File: config.mk
export PLATFORM = sky130hd
export DESIGN_NAME = pcp_fifo
export DESIGN_NICKNAME = d
export VERILOG_FILES = /design/src/hdl/assert_macros.svh /design/src/hdl/pcp_pkg.sv /design/src/hdl/pcp_fifo.sv
export SDC_FILE = /design/constraint.sdc
export NUM_CORES = 1
export LEC_CHECK = 0
export BUFFER_PORTS_ARGS = -buffer_cell sky130_fd_sc_hd__buf_4
export CAP_MARGIN = 20
export CORE_AREA = 2 2 39 41
export DETAILED_ROUTE_END_ITERATION = 6
export DIE_AREA = 0 0 41 43
export PLACE_DENSITY = 0.48
export SETUP_SLACK_MARGIN = 0.5
export SLEW_MARGIN = 40
export SYNTH_ARGS = -nofsm -noshare
export SYNTH_HDL_FRONTEND = slang
export SYNTH_SLANG_ARGS = --single-unit
File: constraint.sdc
create_clock -name clk -period 1.3 [get_ports clk]
set_clock_uncertainty 0.1 [all_clocks]
set_input_delay 0 -clock clk [delete_from_list [all_inputs] [get_ports clk]]
set_output_delay 0 -clock clk [all_outputs]
set_load 0.02 [all_outputs]
File: src/hdl/assert_macros.svh
// Assertion macros shared by the RTL of the correlation block.
// Depends on nothing; the user supplies the clock and reset names in scope.
`ifndef ASSERT_MACROS_SVH
`define ASSERT_MACROS_SVH
`ifndef SYNTHESIS
`define ASSERT_ALWAYS(label, clk, rst, cond) \
  label: assert property (@(posedge clk) disable iff (rst) (cond)) \
    else $error("assertion failed");
`define ASSERT_IMPLY(label, clk, rst, ante, cons) \
  label: assert property (@(posedge clk) disable iff (rst) (ante) |-> (cons)) \
    else $error("assertion failed");
`else
`define ASSERT_ALWAYS(label, clk, rst, cond)
`define ASSERT_IMPLY(label, clk, rst, ante, cons)
`endif
`endif

File: src/hdl/pcp_pkg.sv
// Package for the correlation block: back-end state codes and queue status.
// Depends on nothing.
`timescale 1ns / 1ps
package pcp_pkg;

  // Back-end sequencer states, one-hot.
  typedef enum logic [5:0] {
    ST_IDLE  = 6'b000001,
    ST_MUL   = 6'b000010,
    ST_CHECK = 6'b000100,
    ST_NORM  = 6'b001000,
    ST_ROOT  = 6'b010000,
    ST_OUT   = 6'b100000
  } back_state_t;

  // Fill status of the window queue.
  typedef struct packed {
    logic full;
    logic empty;
  } q_status_t;

  localparam int unsigned CAND_W = 16;
  localparam int unsigned MAG_W  = 15;
  localparam int unsigned CORR_W = 16;

endpackage

File: src/hdl/pcp_fifo.sv
// Two-entry queue of closed windows between the front and the back end.
// Depends on pcp_pkg.
`timescale 1ns / 1ps
module pcp_fifo import pcp_pkg::*; #(
  parameter int WIDTH = 1
) (
  input  logic             clk,
  input  logic             rst,
  input  logic             push,
  input  logic [WIDTH-1:0] wdata,
  input  logic             pop,
  output logic [WIDTH-1:0] rdata,
  output q_status_t        q_st
);
  logic [WIDTH-1:0] mem [2];
  logic             wptr, rptr;
  logic [1:0]       cnt;

  assign q_st.full  = cnt == 2'd2;
  assign q_st.empty = cnt == 2'd0;
  assign rdata      = mem[rptr];

  // Storage is written without reset.
  always_ff @(posedge clk) begin
    if (push) begin
      mem[wptr] <= wdata;
    end
  end

  // Pointers and fill count.
  always_ff @(posedge clk) begin
    if (rst) begin
      wptr <= 1'b0;
      rptr <= 1'b0;
      cnt  <= '0;
    end else begin
      if (push) begin
        wptr <= ~wptr;
      end
      if (pop) begin
        rptr <= ~rptr;
      end
      cnt <= cnt + 2'(push) - 2'(pop);
    end
  end

endmodule

==> out/results.ini, run 1 <==
[synth]
postSynthAreaPerCell_um2 = 12.0
syn_area_um2 = 288
ys_warn_count = 0
ys_seq_elements = 7
synthesis.nets = 31
synthTopCellsByArea = dfxtp_1, edfxtp_1, ha_1, xnor3_1, nor2_1
netlist_instances = 24
ys_seq_area_share_pct = 55.7
yosysTopAreaCellShare_pct = 34.8
synthDistinctLibCells = 10
synth_top_area_cell = dfxtp_1

[layout]
syn_to_final_growth_pct = 66.1
fillers = 147
n_antenna_cell = 0
layout_commonest_cell = buf_4
regArea_um2 = 163
stdcell_count = 55
multi_input_area_um2 = 163
drive_gt1_share_pct = 56.4
nets = 47
layout_common_cells = buf_4, nor2_1
postLayoutCoreUtil_pct = 34.5

[floorplanning]
die_w_um = 41
chipHeight_um = 43
io_pins = 8
start_util_pct = 20.8
rows = 14
coreArea_um2 = 1380
die-area_um2 = 1760

[setup_path]
cp-endpoint = cnt[1]
path_max_fanout = 2
reg2reg_slack_ps = 80
worstSetupStartpoint = cnt[0]
critical_path_buf_inv_count = 2
critPathLaunchType = flop
critical-path-top-delay-family = adder cells
slowest_delay_ps = 330
cp-end-kind = flop
crit_required_ps = 1350
critPathKind = flop to flop
crit_chain = inv_2 > ha_4 > inv_2 > ha_4 > xnor3_1 > nor2_1
cp_num_cells = 6
cp.arrival_ps = 1270
rr_worst_depth = 6
r2r_end = cnt[1]
r2r_start = cnt[0]
cp_slowest_cell = dfxtp_2

[detailed_routing]
drt_iter0_drc = 4
drc = 0
drtAntennaViolNets = 0
routedWlPerCell_um = 10.1
vias = 205
avgViaCountPerCell = 3.73
wirelength_um = 553
drt_pass1_iterations = 2

[global_route]
grt_pass1_vias = 206
grt.total_usage_pct = 8.29
overflow = 0
grt_pass1_wl_um = 834
antenna_found_initial = 0
grt_max_degree = 6

[timing]
rsz0062_at_grt = yes
max_freq_mhz = 817
slew_headroom_pct = 86.6
min_period_ps = 1220
setup_viol = 0
worst_hold_slack_ps = -60.2
post-route-period-util_pct = 94.2
setup_tns_ps = 0
hold_viol = 3
drv_slew = 0
worst_pin_slew_ps = 200

[clock_tree]
cts_hold_buf = 2
cts_buffers = 3
cts_tree = yes
root_buffer = clkbuf_4
htreeDepth = 1
clkSinkCount = 7
clk_pin_slew_ps = 50
clk_latency_ps = 250
cts_buffer_depth = 2

[min_path]
hp-start = push
min_path_type = primary input to flop

[placed_design]
dp.cells = 47
port_buffers = 7
gp_congestion = 0.636

[power_and_ir_drop]
cellLeakagePower_nw = 0.203
peakVddDrop_uv = 536
cellPowerDensity_nw_per_um2 = 1470

[status]
status = finished, violations left
violations = negative hold slack

[flow_run]
maxCapViolations = 0

==> per-stage QoR <==
stage	setup WS, ps	total power [mW]	area (µm²)
after floorplan	76.1	0.378	290
after global placement	57.2	0.432	363
after detailed placement	12.9	0.438	363
after CTS	67.1	0.678	445
after global routing	28.8	0.759	478
final	76.0	0.701	478
==> how the worst min path moves through the flow <==
| stage | slack, ps | cells past startpoint | endpoint |
|---|---|---|---|
| floorplan | -40 | 1 | cnt[0] |
| global placement | 90 | 1 | mem[0] |
| detailed placement | 100 | 1 | mem[1] |
| CTS | -70 | 3 | flop |
| global route | -60 | 3 | flop |
| finish | -60 | 3 | wptr |
==> synth_stat cells <==
| master | n |
|---|---|
| and2_1 | 1 |
| edfxtp_1 | 2 |
| xnor2_1 | 2 |
| dfxtp_1 | 5 |
| ha_1 | 2 |
| nor2b_1 | 3 |
| inv_1 | 2 |
| nor2_1 | 5 |
| xnor3_1 | 1 |
| mux2_2 | 1 |
==> where the power goes <==
| part | switching (mW) | internal [mW] | leakage [nW] |
|---|---|---|---|
| Combinational | 0.0909 | 0.136 | 0.127 |
| Sequential | 0.0246 | 0.255 | 0.0610 |
| Clock | 0.0774 | 0.117 | 0.0150 |
| Total | 0.193 | 0.508 | 0.203 |
==> kinds of logic (layout without fill, tap and decap cells) <==
group	after synthesis	count (layout)	share of synthesized area [%]
adder cells (fa/ha/maj)	2	2	8.69
flip-flops	7	7	55.7
XOR/XNOR	3	3	13.9
multiplexers	1	1	3.91
buffers and inverters	2	17	2.61
AND/OR/NAND/NOR	9	9	15.2
==> layer usage <==
layer / routed length [µm] / part of all wire [%] / GRT usage [%] / vias up
met4: 0 / 0 / 6.00 / 0
met3: 48 / 8.7 / 7.85 / 0
met2: 290 / 52 / 10.3 / 8
met5: 0 / 0 / 0 / -
met1: 214 / 39 / 8.22 / 90
li1: - / - / - / 107
==> tightest hold or removal path: stages <==
cell     delay, ps
buf_4          120
xnor2_1         60
nor2_1          70
==> cell type report <==
cell class              count  share of cell area [%]
clock buffers               4                    5.50
inverters                   2                    1.57
repair buffers             11                    20.7
flip-flops and latches      7                    34.0
well taps                  16                    4.19
multi-input cells          15                    34.0
==> what timing repair did <==
item / in CTS / in global routing
resized for setup: 6 / 6
endpoints found under the setup margin: 7 / 9
buffers inserted: 1 / 1
pin swaps: 3 / 1
hold endpoints to repair: 7 / 3
(Power assumes the default switching activity.)
==> run 2: changes to the inputs <==
PLACE_DENSITY = 0.47   (was 0.48)
clock period = 1.15 ns   (was 1.3 ns; I/O delays follow)
==> run 2 against run 1 <==
Compared with the run above: the run ends with negative hold slack, negative setup slack left; setup slack lost 170 ps; global-route usage shrank 0.18 points; cell area shrank 2.9%; non-clock buffer count shrank 2; count of clock-buffer cells in the layout shrank 1; flip-flop and latch count is the same; die area is the same; first-iteration DRC count shrank 75%; combinational power grew 11%; fmax shrank 1.3%; critical path depth is the same; critical path type unchanged; highest routed layer unchanged.
==> out/results.ini, run 2 (synthesis results as in run 1) <==
[setup_path]
cp-end-kind = flop
critPathKind = flop to flop
critPathLaunchType = flop
cp.arrival_ps = 1290
crit_required_ps = 1200
path_max_fanout = 2

[power_and_ir_drop]
p_int_mw = 0.567
cellLeakagePower_nw = 0.201
p_seq_share_pct = 39.9
peakVddDrop_uv = 438
switching_share_pct = 28.5
pwr-share-comb_pct = 31.7
power_frac_clock_pct = 28.3
cellPowerDensity_nw_per_um2 = 1710
switchingPower_mw = 0.226
total_power_mw = 0.793

[detailed_routing]
wirelength_um = 488
drc = 0
drt_iter0_drc = 1
routedWlPerCell_um = 9.21
drtAntennaViolNets = 0
vias = 208
avgViaCountPerCell = 3.92
drt_pass1_iterations = 2

[placed_design]
place_ws_ps = -108
port_buffers = 7
dpl_cell_area_um2 = 383
dp.cells = 48
gp_congestion = 0.633

[status]
violations = negative hold slack, negative setup slack
status = finished, violations left

[layout]
fillers = 139
n_antenna_cell = 0
stdcell_count = 53
nets = 45
layout_common_cells = buf_4, nor2_1
finalInstanceArea_um2 = 464
multi_input_area_um2 = 166
regArea_um2 = 164
layout_commonest_cell = buf_4
syn_to_final_growth_pct = 61.3
drive_gt1_share_pct = 64.9

[floorplanning]
die-area_um2 = 1760
chipHeight_um = 43
die_w_um = 41
coreArea_um2 = 1380
start_util_pct = 20.8
rows = 14
io_pins = 8

[clock_tree]
cts_buffers = 3
htreeDepth = 1
clk_pin_slew_ps = 60
cts_tree = yes
cts_buffer_depth = 2
root_buffer = clkbuf_4
clk_latency_ps = 260
clkSinkCount = 7

[timing]
setup_viol = 3
slew_headroom_pct = 87.1
worst_hold_slack_ps = -174
min_period_ps = 1240
setup_tns_ps = -138
rsz0062_at_grt = yes
hold_viol = 7
worst_pin_slew_ps = 194
max_freq_mhz = 807
drv_slew = 0
layout_setup_ws_ps = -89.9
post-route-period-util_pct = 108

[global_route]
met1_usage_pct = 7.64
grt_use_met2_pct = 11.9
antenna_found_initial = 0
grt_max_degree = 6
overflow = 0
top_usage_layer = met2
grt_pass1_vias = 209
grt_pass1_wl_um = 869
grt.total_usage_pct = 8.11
met3_usage_pct = 3.66

[flow_run]
maxCapViolations = 0

[min_path]
min_path_type = primary input to flop

==> run 2: what timing repair did <==
item                       CTS  global route
hold endpoints to repair     7             7
pin swaps                    4             1
setup endpoints to repair   10            10
gates resized for setup     11             0
setup buffers                1             0
==> run 2: path summary, 6_finish.rpt <==
check / start / to / slack [ps] / cells past startpoint
hold reg to reg: rptr / flop / 400 / 2
setup reg to reg: cnt[0] / cnt[1] / -90 / 6
hold / removal: wdata / mem[0] / -170 / 1
setup / recovery: cnt[0] / cnt[1] / -90 / 6
==> run 2: critical path, stage by stage (launching register included) <==
cell and delay [ps]:
dfxtp_2 330, inv_2 40, ha_4 250, inv_2 40, ha_4 140, xnor3_1 190, nor2_1 40
==> run 2: stage by stage <==
step	utilization [%]	hold WS, ps
6_report	33.5	-174
5_1_grt	33.5	-190
4_1_cts	33.5	-178
3_5_place_dp	27.7	89.3
3_3_place_gp	27.7	87.1
2_1_floorplan	-	-35.8
==> run 2: layout make-up <==
type	instances	share of cell area (%)
clock buffers	3	4.85
clock inverters	1	1.08
inverters	2	1.62
multi-input cells	15	35.8
flip-flops and latches	7	35.3
well taps	16	4.31
repair buffers	9	17.0
==> run 2: power groups by stage <==
stage	Combinational (mW)	Sequential, mW	Clock, mW
finish	0.252	0.317	0.225
global route	0.271	0.322	0.248
CTS	0.252	0.316	0.231
detailed placement	0.195	0.315	0
global placement	0.190	0.312	0
floorplan	0.125	0.311	0
==> run 2: metal layers <==
metal | vias to the layer above | wire length (µm)
li1 | 102 | -
met1 | 99 | 185
met2 | 7 | 268
met3 | 0 | 35
met4 | 0 | 0
met5 | - | 0
