===== config.mk =====
export PLATFORM = sky130hd
export DESIGN_NAME = pcp_front
export DESIGN_NICKNAME = d
export VERILOG_FILES = /design/src/hdl/assert_macros.svh /design/src/hdl/pcp_pkg.sv /design/src/hdl/pcp_front.sv
export SDC_FILE = /design/constraint.sdc
export NUM_CORES = 1
export LEC_CHECK = 0
export BUFFER_PORTS_ARGS = -buffer_cell sky130_fd_sc_hd__buf_2
export CORE_MARGIN = 3
export CORE_UTILIZATION = 35
export DETAILED_ROUTE_END_ITERATION = 12
export MAX_ROUTING_LAYER = met4
export PLACE_DENSITY = 0.82
export SYNTH_ARGS = -nofsm -noshare
export SYNTH_HDL_FRONTEND = slang
export SYNTH_SLANG_ARGS = --single-unit

===== constraint.sdc =====
create_clock -name clk -period 4.7 [get_ports clk]
set_clock_uncertainty 0.05 [all_clocks]
set_input_delay 0.47 -clock clk [delete_from_list [all_inputs] [get_ports clk]]
set_output_delay 0.47 -clock clk [all_outputs]
set_load 0.01 [all_outputs]

===== src/hdl/assert_macros.svh =====
// Assertion macros shared by the RTL of the correlation block.
// Depends on nothing; the user supplies the clock and reset names in scope.
`ifndef ASSERT_MACROS_SVH
`define ASSERT_MACROS_SVH
`ifndef SYNTHESIS
`define ASSERT_ALWAYS(label, clk, rst, cond) \
  label: assert property (@(posedge clk) disable iff (rst) (cond)) \
    else $error("assertion failed");
`define ASSERT_IMPLY(label, clk, rst, ante, cons) \
  label: assert property (@(posedge clk) disable iff (rst) (ante) |-> (cons)) \
    else $error("assertion failed");
`else
`define ASSERT_ALWAYS(label, clk, rst, cond)
`define ASSERT_IMPLY(label, clk, rst, ante, cons)
`endif
`endif


===== src/hdl/pcp_pkg.sv =====
// Package for the correlation block: back-end state codes and queue status.
// Depends on nothing.
`timescale 1ns / 1ps
package pcp_pkg;

  // Back-end sequencer states, one-hot.
  typedef enum logic [5:0] {
    ST_IDLE  = 6'b000001,
    ST_MUL   = 6'b000010,
    ST_CHECK = 6'b000100,
    ST_NORM  = 6'b001000,
    ST_ROOT  = 6'b010000,
    ST_OUT   = 6'b100000
  } back_state_t;

  // Fill status of the window queue.
  typedef struct packed {
    logic full;
    logic empty;
  } q_status_t;

  localparam int unsigned CAND_W = 16;
  localparam int unsigned MAG_W  = 15;
  localparam int unsigned CORR_W = 16;

endpackage


===== src/hdl/pcp_front.sv =====
// Front end: accumulates the window sums and pushes one entry per closed window.
// Depends on pcp_pkg.
`timescale 1ns / 1ps
module pcp_front import pcp_pkg::*; #(
  parameter int WINDOW_MAX  = 256,
  parameter int SAMPLE_BITS = 16,
  parameter int ENTRY_W     = 1
) (
  input  logic                          clk,
  input  logic                          rst,
  input  logic                          in_valid,
  output logic                          in_stall,
  input  logic signed [SAMPLE_BITS-1:0] x_sample,
  input  logic signed [SAMPLE_BITS-1:0] y_sample,
  input  logic                          last_sample,
  input  logic [CAND_W-1:0]             candidate_index,
  input  logic                          clear_best,
  input  q_status_t                     q_st,
  output logic                          push,
  output logic [ENTRY_W-1:0]            entry
);
  localparam int CNT_W = $clog2(WINDOW_MAX + 1);
  localparam int SX_W  = SAMPLE_BITS + CNT_W;
  localparam int SQ_W  = 2 * SAMPLE_BITS - 2 + CNT_W;
  localparam int XY_W  = 2 * SAMPLE_BITS - 1 + CNT_W;

  logic [CNT_W-1:0]              count, count_next;
  logic signed [SX_W-1:0]        sx, sy, sx_next, sy_next;
  logic [SQ_W-1:0]               sxx, syy, sxx_next, syy_next;
  logic signed [XY_W-1:0]        sxy, sxy_next;
  logic signed [2*SAMPLE_BITS-1:0] pxx, pyy, pxy;
  logic                          clr_pend, room, accept;

  // The queue must have room before a beat is taken.
  assign in_stall = q_st.full;
  assign accept   = in_valid && !in_stall;
  assign push     = accept && last_sample;

  // Products of the current pair.
  assign pxx = x_sample * x_sample;
  assign pyy = y_sample * y_sample;
  assign pxy = x_sample * y_sample;

  // Pairs beyond the window limit are dropped from the sums.
  assign room       = count < CNT_W'(WINDOW_MAX);
  assign count_next = count + CNT_W'(room);
  assign sx_next    = room ? sx + SX_W'(x_sample) : sx;
  assign sy_next    = room ? sy + SX_W'(y_sample) : sy;
  assign sxx_next   = room ? sxx + SQ_W'(pxx) : sxx;
  assign syy_next   = room ? syy + SQ_W'(pyy) : syy;
  assign sxy_next   = room ? sxy + XY_W'(pxy) : sxy;

  // A clear seen anywhere in the window travels with that window's entry.
  assign entry = {clr_pend | clear_best, candidate_index, count_next,
                  sx_next, sy_next, sxx_next, syy_next, sxy_next};

  // Running sums, cleared when a window closes.
  always_ff @(posedge clk) begin
    if (rst) begin
      count    <= '0;
      sx       <= '0;
      sy       <= '0;
      sxx      <= '0;
      syy      <= '0;
      sxy      <= '0;
      clr_pend <= 1'b0;
    end else if (accept) begin
      if (last_sample) begin
        count    <= '0;
        sx       <= '0;
        sy       <= '0;
        sxx      <= '0;
        syy      <= '0;
        sxy      <= '0;
        clr_pend <= 1'b0;
      end else begin
        count    <= count_next;
        sx       <= sx_next;
        sy       <= sy_next;
        sxx      <= sxx_next;
        syy      <= syy_next;
        sxy      <= sxy_next;
        clr_pend <= clr_pend | clear_best;
      end
    end
  end

endmodule


==> qor.log <==
INFO  power_and_ir_drop p_seq_share=54.1%
INFO  worst_setup_path critical_path.slowest_cell=sky130_fd_sc_hd__or4_1
INFO  die            starting_density_of_the_core=38.6%
INFO  timing         fin_setup_tns=0ns
INFO  power_and_ir_drop net-switching-power=0.0000377W
INFO  clock_network  clk-insertion-delay-late=0.27ns
INFO  clock_network  post-cts-setup-buffer-count=0
INFO  clock_network  cts.sink_count=10
INFO  cells_and_area synthToLayoutAreaGrowth=13.7%
INFO  cells_and_area n_fill_cell=136
INFO  clock_network  tritoncts=built
INFO  worst_setup_path critPathKind=flip-flop to flip-flop
INFO  clock_network  cts.htree.levels=1
INFO  timing         final.period_utilization=35.0%
INFO  timing         final-setup-viol-count=0
INFO  worst_setup_path crit_path_cell_trace=inv_1, ha_1, ha_1, nand3_2, or4_1, a21oi_1
INFO  power_and_ir_drop powerDensity=268nW/um2
INFO  timing         max-slew-margin-rel=83.2%
INFO  flow_run       timing.max_cap.violations=0
INFO  timing         grt_setup_unrepaired=no
INFO  logic_synthesis post_synth_instance_area=520um2
INFO  min_path       worst_hold_check_path_type=primary input to flip-flop
INFO  global_routing global_route.overflow_total=0
INFO  logic_synthesis synth.yosys.seq_area_share=38.5%
INFO  logic_synthesis synthCells=58
INFO  timing         finalHoldWorstSlack=0.354ns
INFO  worst_setup_path reg2reg_to=count[6]
INFO  clock_network  cts.repair.resized=0
INFO  worst_setup_path cp_common_cell=sky130_fd_sc_hd__ha_1
INFO  worst_setup_path worst_reg2reg_path_depth=6
INFO  clock_network  postCtsHoldBufs=0
INFO  clock_network  tritoncts.num_buffers=3
INFO  power_and_ir_drop combinationalPowerShare=9.0%
INFO  detailed_routing detail_route.wl_per_cell=12.1um
INFO  die            placeableCoreArea=1350um2
INFO  worst_setup_path worst_setup_path_start_kind=flip-flop
INFO  timing         worst-slew-pin-transition=0.251ns
INFO  min_path       min_delay_path_depth=2
INFO  run_status     status=complete, no violations
INFO  logic_synthesis ys_warn_count=0
INFO  logic_synthesis postSynthNetCount=115
INFO  placement      place.port_buffers=9
INFO  min_path       min_delay_worst_endpoint=count[1]
INFO  cells_and_area drive_gt1_share=23.5%
INFO  detailed_routing detail_route.iter0.violations=4
INFO  timing         finalHoldViolCount=0
INFO  global_routing grt_first_pass_wirelength=1670um
INFO  global_routing number_of_antenna_violations_at_the_first_check_in_global_routing=0
INFO  detailed_routing vias=450
INFO  detailed_routing via_per_instance_ratio=5.42
INFO  die            chipWidth=44.6um
INFO  logic_synthesis post_synthesis_register_bit_count=10
INFO  global_routing first_global_vias=416
INFO  worst_setup_path crit_arrival=1.80ns
INFO  power_and_ir_drop p_int=0.000121W
INFO  logic_synthesis avgSynthCellArea=8.97um2
INFO  power_and_ir_drop ir_worst_vdd=0.000132V
INFO  worst_setup_path data_required_time_at_the_worst_endpoint=4.85ns
INFO  min_path       min-delay-start=rst
INFO  clock_network  clk_transition_reported_paths=0.06ns
INFO  die            design.die.area=1990um2
INFO  power_and_ir_drop clock_power_share=36.9%
INFO  die            row_count=13
INFO  worst_setup_path timing.critical_path.to_type=flip-flop
INFO  timing         period_needed=1.65ns
INFO  detailed_routing ant_nets=0
INFO  global_routing grt_util_overall=12.4%
INFO  detailed_routing finalWirelength=1010um
INFO  timing         slew_viol_final=0
INFO  placement      globalplace.congestion=0.721
INFO  cells_and_area regArea=200um2
INFO  cells_and_area final_net_count=127
INFO  power_and_ir_drop leakagePower=0.212nW
INFO  worst_setup_path register_to_register_path_setup_slack=3.05ns
INFO  die            boundaryPins=58
INFO  die            chipHeight=44.6um
INFO  clock_network  clockBufferDepth=2
INFO  timing         fmax=607MHz
INFO  placement      detailed_placement_wirelength_estimate=756um
INFO  global_routing grt_start_max_net_pins=17
INFO  clock_network  root_buffer=sky130_fd_sc_hd__clkbuf_4
INFO  worst_setup_path timing.rr.start=count[8]
INFO  detailed_routing dr.pass1.iters=4
INFO  worst_setup_path top_fanout_value_on_the_critical_path=6
INFO  detailed_routing drc=0
INFO  power_and_ir_drop switching_share=23.8%
INFO  cells_and_area diodes=0
INFO  logic_synthesis synth_cell_type_count=21
INFO  cells_and_area multiInputGateArea=294um2
INFO  worst_setup_path timing.critical_path.slowest_cell_delay=0.49ns
==> cells by family (layout without fill, tap and decap cells) <==
kind of cell	Yosys count	after routing	synth area share, %
AO/OA/AOI/OAI	15	15	17.3
buffers and inverters	5	15	5.05
flip-flops	10	10	38.5
XOR/XNOR	2	2	3.37
AND/OR/NAND/NOR	24	24	31.0
adder cells (fa/ha/maj)	2	2	4.81
==> routing by layer <==
| layer | vias to the layer above | part of all wire [%] | GRT usage [%] |
|---|---|---|---|
| li1 | 239 | - | - |
| met1 | 198 | 43 | 12.2 |
| met2 | 8 | 49 | 18.6 |
| met3 | 5 | 5.6 | 7.32 |
| met4 | 0 | 2.5 | 7.23 |
| met5 | - | 0 | - |
==> critical path, delay by kind of cell (launching register included) <==
family | cells | cell delay, ns
AOI/OAI and AO/OA | 1 | 0.14
DFF | 1 | 0.33
and+or+nand+nor | 2 | 0.62
adders and majority gates | 2 | 0.37
buffers and inverters | 1 | 0.06
==> sequential cells by signal (all words and copies together) (netlist names) <==
| register | count |
|---|---|
| count | 9 |
| sxy | 1 |
==> metrics by stage <==
stage / cell area, um2 / setup slack, ns / total power [W] / utilization, % / cells
after floorplan: 520 / 3.20 / 0.0000965 / - / 58
after CTS: 592 / 3.05 / 0.000162 / 43.8 / 83
after global placement: 569 / 3.11 / 0.000102 / 42.2 / 80
final: 592 / 3.05 / 0.000159 / 43.8 / 83
after detailed placement: 569 / 3.07 / 0.000102 / 42.2 / 80
after global routing: 592 / 2.94 / 0.000167 / 43.8 / 83
==> synth_stat cells <==
| library cell | number | area, um2 |
|---|---|---|
| sky130_fd_sc_hd__xor2_1 | 1 | 8.76 |
| sky130_fd_sc_hd__nand4_1 | 2 | 12.5 |
| sky130_fd_sc_hd__o31ai_1 | 4 | 30.0 |
| sky130_fd_sc_hd__nand3_2 | 2 | 20.0 |
| sky130_fd_sc_hd__nor2_1 | 1 | 3.75 |
| sky130_fd_sc_hd__nor2b_1 | 1 | 6.26 |
| sky130_fd_sc_hd__a32o_1 | 1 | 10.0 |
| sky130_fd_sc_hd__or4_1 | 4 | 30.0 |
| sky130_fd_sc_hd__nand3b_1 | 5 | 37.5 |
| sky130_fd_sc_hd__or3_2 | 1 | 7.51 |
| sky130_fd_sc_hd__nand2b_4 | 1 | 13.8 |
| sky130_fd_sc_hd__a21oi_1 | 8 | 40.0 |
| sky130_fd_sc_hd__buf_4 | 2 | 15.0 |
| sky130_fd_sc_hd__nor3_1 | 1 | 5.00 |
| sky130_fd_sc_hd__dfxtp_1 | 10 | 200 |
| sky130_fd_sc_hd__inv_1 | 3 | 11.3 |
| sky130_fd_sc_hd__xnor2_1 | 1 | 8.76 |
| sky130_fd_sc_hd__nand2_1 | 5 | 18.8 |
| sky130_fd_sc_hd__ha_1 | 2 | 25.0 |
| sky130_fd_sc_hd__o21ai_0 | 2 | 10.0 |
| sky130_fd_sc_hd__or3_1 | 1 | 6.26 |
==> final cells by class <==
class,count,share of cell area (%)
Clock buffer,3,3.81
Sequential cell,10,33.8
Tap cell,15,3.17
Multi-Input combinational cell,43,49.7
Timing Repair Buffer,9,7.61
Inverter,3,1.90
==> cell usage in the layout (no fill, tap or decap) <==
cell	n
sky130_fd_sc_hd__dfxtp_1	10
sky130_fd_sc_hd__buf_2	9
sky130_fd_sc_hd__a21oi_1	8
sky130_fd_sc_hd__nand3b_1	5
sky130_fd_sc_hd__nand2_1	5
sky130_fd_sc_hd__o31ai_1	4
sky130_fd_sc_hd__or4_1	4
sky130_fd_sc_hd__inv_1	3
sky130_fd_sc_hd__clkbuf_4	3
sky130_fd_sc_hd__nand3_2	2
sky130_fd_sc_hd__o21ai_0	2
sky130_fd_sc_hd__nand4_1	2
sky130_fd_sc_hd__ha_1	2
sky130_fd_sc_hd__xnor2_1	1
sky130_fd_sc_hd__xor2_1	1
sky130_fd_sc_hd__nor2_1	1
sky130_fd_sc_hd__nand2b_4	1
sky130_fd_sc_hd__nor2b_1	1
sky130_fd_sc_hd__or3_1	1
sky130_fd_sc_hd__nor3_1	1
sky130_fd_sc_hd__a32o_1	1
sky130_fd_sc_hd__or3_2	1
==> how the worst max path moves through the flow <==
stage / from / endpoint / slack (ns) / depth (start not counted)
final: count[8] / count[6] / 3.05 / 6
after global routing: count[8] / count[6] / 2.94 / 6
after CTS: count[8] / count[6] / 3.05 / 6
after detailed placement: count[8] / count[6] / 3.07 / 6
after global placement: count[8] / count[8] / 3.11 / 6
after floorplan: count[8] / count[6] / 3.20 / 6
==> power by group through the flow <==
stage	Sequential, W	Clock [W]	Combinational [W]
2_1_floorplan	0.0000876	0	0.00000886
3_3_place_gp	0.0000877	0	0.0000140
3_5_place_dp	0.0000878	0	0.0000143
4_1_cts	0.0000858	0.0000615	0.0000144
5_1_grt	0.0000858	0.0000652	0.0000159
6_report	0.0000858	0.0000585	0.0000143
No activity file was read; power rests on OpenSTA's default activity.
